`config.mk`:
```
export PLATFORM = sky130hd
export DESIGN_NAME = seven_bit_group_decoder
export DESIGN_NICKNAME = d
export VERILOG_FILES = /design/src/rtl/sbgd_pkg.sv /design/src/rtl/seven_bit_group_decoder.sv
export SDC_FILE = /design/constraint.sdc
export NUM_CORES = 1
export LEC_CHECK = 0
export ABC_AREA = 1
export ABC_CLOCK_PERIOD_IN_PS = 5700
export BUFFER_PORTS_ARGS = -buffer_cell sky130_fd_sc_hd__buf_2
export CAP_MARGIN = 25
export CORE_ASPECT_RATIO = 0.7
export CORE_MARGIN = 5
export CORE_UTILIZATION = 65
export DETAILED_ROUTE_END_ITERATION = 12
export PLACE_DENSITY_LB_ADDON = 0.12
export SYNTH_ARGS = -nofsm -noshare
export SYNTH_HDL_FRONTEND = slang
export SYNTH_SLANG_ARGS = --single-unit
```
`constraint.sdc`:
```
create_clock -name clock -period 5.7 [get_ports clock]
set_clock_uncertainty 0.2 [all_clocks]
set_input_delay 0 -clock clock [delete_from_list [all_inputs] [get_ports clock]]
set_output_delay 0 -clock clock [all_outputs]
set_load 0.02 [all_outputs]
```
`src/rtl/sbgd_pkg.sv`:
```
// Shared types, constants and helpers for the seven-bit group decoder.
package sbgd_pkg;

   typedef logic [1:0] mode_type;
   typedef logic [7:0] byte_type;
   typedef logic [31:0] word_type;

   // Decode mode codes
   localparam mode_type MODE_UNSIGNED = 2'd0;
   localparam mode_type MODE_ZIGZAG   = 2'd1;
   localparam mode_type MODE_PACKED   = 2'd2;

   // Byte layout
   localparam int unsigned CONT_BIT = 7;
   localparam logic [6:0] PAYLOAD_MASK = 7'h7f;

   // Group and word geometry
   localparam logic [4:0] GROUP_BITS     = 5'd7;
   localparam logic [4:0] MAX_SHIFT      = 5'd28;
   localparam logic [2:0] MAX_GROUPS     = 3'd4;
   localparam logic [3:0] WORD_THRESHOLD = 4'd9;
   localparam int unsigned WORD_BITS     = 16;

   // Zigzag decode: map the unsigned pattern back to two's complement
   function automatic word_type zigzag_decode(input word_type raw);
      word_type sign_fill;
      sign_fill = {32{raw[0]}};
      return (raw >> 1) ^ sign_fill;
   endfunction

endpackage

```
`src/rtl/seven_bit_group_decoder.sv`:
```
// Top level of the seven-bit group decoder (varint, zigzag and packed word modes).
//
//   channel  | ports                                    | direction
//   ---------+------------------------------------------+----------
//   req      | req_valid, req_ready, req_in_byte        | in
//   rsp      | rsp_valid, rsp_ready, rsp_value,         | out
//            | rsp_last, rsp_error                      |
//   csr      | csr_wr_en, csr_wr_data                   | in
//
// One byte per cycle sustained while the result side takes results; a byte
// that completes a result passes the input register, then the result register.
// The decode step is one shift-and-or between those registers, so the
// per-byte update of the accumulator sets the rate.
// Reset (synchronous, active high) clears both stages, the mode and the state.
// A stalled result holds the input register; req_ready stays high while the
// input register is empty or moves on in the same cycle.
module seven_bit_group_decoder (
   input  logic        clock,
   input  logic        reset,
   input  logic        req_valid,
   output logic        req_ready,
   input  logic [7:0]  req_in_byte,
   output logic        rsp_valid,
   input  logic        rsp_ready,
   output logic [31:0] rsp_value,
   output logic        rsp_last,
   output logic        rsp_error,
   input  logic        csr_wr_en,
   input  logic [1:0]  csr_wr_data
);

   // Configuration and decode state
   sbgd_pkg::mode_type mode_ff;
   sbgd_pkg::word_type acc_ff, acc_in;
   logic [3:0]         pos_ff, pos_in;
   logic [2:0]         gc_ff, gc_in;

   // Input register
   logic               in_valid_ff;
   sbgd_pkg::byte_type in_byte_ff;

   // Result register
   logic               rsp_valid_ff;
   sbgd_pkg::word_type rsp_value_ff;
   logic               rsp_last_ff;
   logic               rsp_error_ff;

   // Decode datapath
   logic               out_free;
   logic               advance;
   logic [6:0]         payload;
   logic               more;
   logic [4:0]         shift;
   sbgd_pkg::word_type packed_acc;
   sbgd_pkg::word_type varint_acc;
   logic               emit;
   sbgd_pkg::word_type res_value;
   logic               res_last;
   logic               res_error;

   // Handshake: advance when the result register can take a new transaction
   assign out_free  = !rsp_valid_ff || rsp_ready;
   assign advance   = in_valid_ff && out_free;
   assign req_ready = !in_valid_ff || out_free;

   assign rsp_valid = rsp_valid_ff;
   assign rsp_value = rsp_value_ff;
   assign rsp_last  = rsp_last_ff;
   assign rsp_error = rsp_error_ff;

   // Shift-and-or for both layouts
   assign payload    = in_byte_ff[6:0] & sbgd_pkg::PAYLOAD_MASK;
   assign more       = in_byte_ff[sbgd_pkg::CONT_BIT];
   assign shift      = (gc_ff >= sbgd_pkg::MAX_GROUPS) ? sbgd_pkg::MAX_SHIFT
                                                       : 5'(5'(gc_ff) * sbgd_pkg::GROUP_BITS);
   assign packed_acc = acc_ff | (32'(payload) << pos_ff);
   assign varint_acc = acc_ff | (32'(payload) << shift);

   // Next state and result for the byte in the input register
   always_comb begin
      acc_in    = acc_ff;
      pos_in    = pos_ff;
      gc_in     = gc_ff;
      emit      = 1'b0;
      res_value = '0;
      res_last  = 1'b0;
      res_error = 1'b0;
      if (mode_ff == sbgd_pkg::MODE_PACKED) begin
         if (pos_ff >= sbgd_pkg::WORD_THRESHOLD) begin
            // A full word is present: emit its low half, keep the rest if the run goes on
            emit      = 1'b1;
            res_value = {16'b0, packed_acc[15:0]};
            res_last  = !more;
            if (more) begin
               acc_in = packed_acc >> sbgd_pkg::WORD_BITS;
               pos_in = pos_ff - sbgd_pkg::WORD_THRESHOLD;
            end else begin
               acc_in = '0;
               pos_in = '0;
               gc_in  = '0;
            end
         end else if (!more) begin
            // Final byte with a partial word: flush it
            emit      = 1'b1;
            res_value = {16'b0, packed_acc[15:0]};
            res_last  = 1'b1;
            acc_in    = '0;
            pos_in    = '0;
            gc_in     = '0;
         end else begin
            acc_in = packed_acc;
            pos_in = pos_ff + 4'(sbgd_pkg::GROUP_BITS);
         end
      end else begin
         if (!more) begin
            // Terminating byte: emit the value, zigzag in signed mode
            emit      = 1'b1;
            res_value = (mode_ff == sbgd_pkg::MODE_ZIGZAG)
                        ? sbgd_pkg::zigzag_decode(varint_acc) : varint_acc;
            res_last  = 1'b1;
            acc_in    = '0;
            pos_in    = '0;
            gc_in     = '0;
         end else if (gc_ff >= sbgd_pkg::MAX_GROUPS) begin
            // Fifth byte still continues: drop it and flag the error
            emit      = 1'b1;
            res_last  = 1'b1;
            res_error = 1'b1;
            acc_in    = '0;
            pos_in    = '0;
            gc_in     = '0;
         end else begin
            acc_in = varint_acc;
            gc_in  = gc_ff + 3'd1;
         end
      end
   end

   // Mode register and decode state
   always_ff @(posedge clock) begin
      if (reset) begin
         mode_ff <= sbgd_pkg::MODE_UNSIGNED;
         acc_ff  <= '0;
         pos_ff  <= '0;
         gc_ff   <= '0;
      end else if (csr_wr_en) begin
         mode_ff <= csr_wr_data;
         acc_ff  <= '0;
         pos_ff  <= '0;
         gc_ff   <= '0;
      end else if (advance) begin
         acc_ff <= acc_in;
         pos_ff <= pos_in;
         gc_ff  <= gc_in;
      end
   end

   // Input register: load on acceptance, drop once the byte advances
   always_ff @(posedge clock) begin
      if (reset) begin
         in_valid_ff <= 1'b0;
      end else if (req_valid && req_ready) begin
         in_valid_ff <= 1'b1;
      end else if (advance) begin
         in_valid_ff <= 1'b0;
      end
   end

   always_ff @(posedge clock) begin
      if (req_valid && req_ready) begin
         in_byte_ff <= req_in_byte;
      end
   end

   // Result register: load on emit, clear when taken
   always_ff @(posedge clock) begin
      if (reset) begin
         rsp_valid_ff <= 1'b0;
      end else if (advance && emit) begin
         rsp_valid_ff <= 1'b1;
      end else if (rsp_ready) begin
         rsp_valid_ff <= 1'b0;
      end
   end

   always_ff @(posedge clock) begin
      if (advance && emit) begin
         rsp_value_ff <= res_value;
         rsp_last_ff  <= res_last;
         rsp_error_ff <= res_error;
      end
   end

   // Group count never passes the five-byte limit
   assert property (@(posedge clock) disable iff (reset)
      gc_ff <= sbgd_pkg::MAX_GROUPS)
      else $error("group count beyond limit");

   // An error result always ends the run and carries a zero value
   assert property (@(posedge clock) disable iff (reset)
      (rsp_valid_ff && rsp_error_ff) |-> (rsp_last_ff && rsp_value_ff == '0))
      else $error("error result not last or not zero");

   // A final byte that advances always yields a last result next cycle
   assert property (@(posedge clock) disable iff (reset)
      (advance && !more && !csr_wr_en) |=> (rsp_valid_ff && rsp_last_ff))
      else $error("final byte produced no last result");

   // Packed words never use the upper half
   assert property (@(posedge clock) disable iff (reset)
      (advance && emit && mode_ff == sbgd_pkg::MODE_PACKED) |=> (rsp_value_ff[31:16] == '0))
      else $error("packed word wider than 16 bits");

endmodule

```
==> impl_metrics.csv <==
group,metric,value,unit
drt,wire_per_inst,19.1,um
drt,drc,0,
placement,place.gp.congestion,1.05,
synth,yosysWarnings,0,
drt,ant_nets,0,
synth,ys_top_cells_by_area,"edfxtp_1 23%, nand2_1 17%, dfxtp_1 15%",
timing,setup_tns,0,ns
clock_network,cts_tree,"yes",
synth,synth_fp_nets,857,
synth,synth-seq-cells,85,
clock_network,clock_latency,0.35,ns
global_routing,gr-usage-all-layers,36.9,%
critical_path,critPathCaptureType,"flip-flop",
floorplanning,fp.dieW,121,um
clock_network,cts-hold-fix-buffers,18,
critical_path,path_cells,"inv_1, fa_1, inv_1, ha_1, fa_1, inv_1, nor2_1, nor2_1, nand2_1, inv_1, nand2_2, nand3_2, inv_2, nand2_1, nand2_1, o21ai_0, inv_1",
floorplanning,io_pins,51,
final_layout,final_cells,991,
clock_network,cts.reportedPaths.clkPinSlew,0.07,ns
synth,synth.distinct_cells,32,
clock_network,cts_htree_levels,3,
floorplanning,fp.dieH,87.5,um
timing,setup_ws,1.07,ns
critical_path,critPathLaunchType,"flip-flop",
placement,place_hpwl,13200,um
worst_hold_path,hold_class,"primary input to flip-flop",
synth,synth_top_area_share,22.6,%
synth,synthArstFlopShare,0,%
placement,dp_cells,957,
final_layout,layout-area-overhead-vs-synth,13.6,%
power,leakage,2.90,nW
clock_network,cts.sinks,85,
floorplanning,initial_utilization,66.3,%
final_layout,final_design_area_no_fill,6330,um^2
drt,firstDrtPassIters,7,
critical_path,max_stage_delay,0.56,ns
synth,avgSynthCellArea,6.69,um^2
floorplanning,rows,28,
power,finalPower,1.52,mW
final_layout,drive_gt1_share,10.2,%
run,cap_violations,0,
global_routing,overflow,0,
timing,setup_viol,0,
synth,ys.flop_type,"dfxtp_1",
drt,viasPerCell,6.25,
timing,relSlewSlack,32.7,%
final_layout,finalNetCount,904,
drt,drtIter0Drc,953,
timing,finalHoldViolations,0,
clock_network,cts_buffer_depth,2,
global_routing,grt_pass1_wl,29800,um
placement,place_area,5850,um^2
power,power_density,240,nW/um^2
synth,syn_inst,834,
critical_path,crit_family,"simple AND/OR/NAND/NOR gates",
synth,yosysTopAreaCell,"edfxtp_1",
timing,tightestPinTransition,1.01,ns
critical_path,worstPathMaxFanout,17,
global_routing,antenna_found_initial,0,
critical_path,worst-path-buf-inv,6,
synth,synth_edf_count,42,
final_layout,fin_util,75.3,%
timing,whs,0.0589,ns
timing,min_period,4.63,ns
placement,io_buffers,50,
outcome,status,"finished, final reports clean",
timing,drv_slew,0,
critical_path,crit_top_cell,"inv_1",
clock_network,cts_resized,0,
global_routing,grt_max_degree,33,
synth,seq_area_frac_synth,38.1,%
critical_path,path_class,"flip-flop to flip-flop",
final_layout,diodes,0,
timing,fmax,0.216,GHz
clock_network,cts-buffers-inserted,9,
clock_network,cts_setup_buffers,0,
power,vdd_drop_max,0.202,mV
synth,synth_area,5580,um^2
timing,fin_crit_sh,81.1,%
critical_path,arrival,4.53,ns
floorplanning,core_area,8410,um^2
floorplanning,die_area,10600,um^2
drt,vias,6197,
drt,drt-total-wl,19000,um
critical_path,crit_required,5.60,ns
placement,place_ws,1.30,ns
clock_network,cts_root_buf,"clkbuf_16",
timing,rsz0062_at_grt,"false",
global_routing,first_global_vias,5788,
critical_path,cp_slowest_cell,"fa_1",
## flip-flops by register name, summed over array words and instances (netlist names)
register	count
in_byte_ff	8
in_valid_ff	1
rsp_error	1
rsp_value	32
pos_ff	4
rsp_last	1
acc_ff	32
mode_ff	2
rsp_valid	1
gc_ff	3
## tightest hold or removal path, cell delays in order
cell,delay [ns]
buf_2,0.09
nand2_1,0.10
inv_1,0.19
## cell usage in the layout, fill, tap and decap left out
cell type and instances:
nand2_4 3, clkbuf_8 1, or2_0 1, o211ai_1 3, edfxtp_1 42, clkinvlp_4 3, a21oi_1 60, nand3b_1 1
nor3_1 4, fa_1 2, buf_4 6, nand2_1 256, inv_6 2, o21ai_0 71, nand4_1 14, nor3b_1 8
nand2_2 3, a31oi_1 11, nor2_4 2, dlygate4sd3_1 18, xor2_1 1, nand3_2 5, clkinv_1 1, inv_2 3
nor2_1 33, dfxtp_1 43, nand3_1 121, buf_6 1, inv_1 89, o21ai_1 6, clkbuf_16 10, buf_2 50
o21bai_1 2, ha_1 6, clkinv_2 1, a211oi_1 3
## synth_stat cells, drive strengths merged (3+ instances only)
cell	n
nor3	4
clkbuf	26
nand2	262
o21ai	77
ha	6
nand4	14
a21oi	60
a211oi	3
nor2	35
edfxtp	42
nor3b	8
inv	92
nand3	126
buf	13
o211ai	3
dfxtp	43
a31oi	11
## layer usage
metal / wire length (um) / track usage [%] / vias up
met4: 724 / 14.8 / 0
met2: 8340 / 57.8 / 466
met5: 0 / 0 / -
li1: - / - / 2867
met1: 7240 / 49.0 / 2780
met3: 2650 / 9.68 / 84
## logic make-up (layout without fill, tap and decap cells)
logic type,after synthesis,after routing,share of synthesized area (%)
AND/OR/NAND/NOR,451,451,35.8
XOR/XNOR,1,1,0.157
AO/OA/AOI/OAI,156,156,14.6
flip-flops,85,85,38.1
buffers and inverters,133,185,9.31
adder cells (fa/ha/maj),8,8,2.06
## power by group
group          switching [mW]  internal, mW
clock                   0.265         0.337
sequential             0.0149         0.666
combinational           0.168        0.0684
## worst paths after layout
| kind | from | endpoint | slack (ns) | cells past startpoint |
|---|---|---|---|---|
| min | req_valid | in_byte_ff[3] | 0.06 | 3 |
| max reg2reg | gc_ff[0] | rsp_value[22] | 1.07 | 17 |
| max | gc_ff[0] | rsp_value[22] | 1.07 | 17 |
| min reg2reg | gc_ff[1] | gc_ff[1] | 0.29 | 2 |
## area by class of cell
type / count / area (um^2)
inverter: 94 / 354
sequential: 85 / 2120
fill: 653 / 2070
tap: 105 / 131
clock inverter: 5 / 40.0
multi-input combinational: 616 / 2940
timing repair buffer: 75 / 487
clock buffer: 11 / 264
Note: power is estimated with default switching activity, not from simulation.
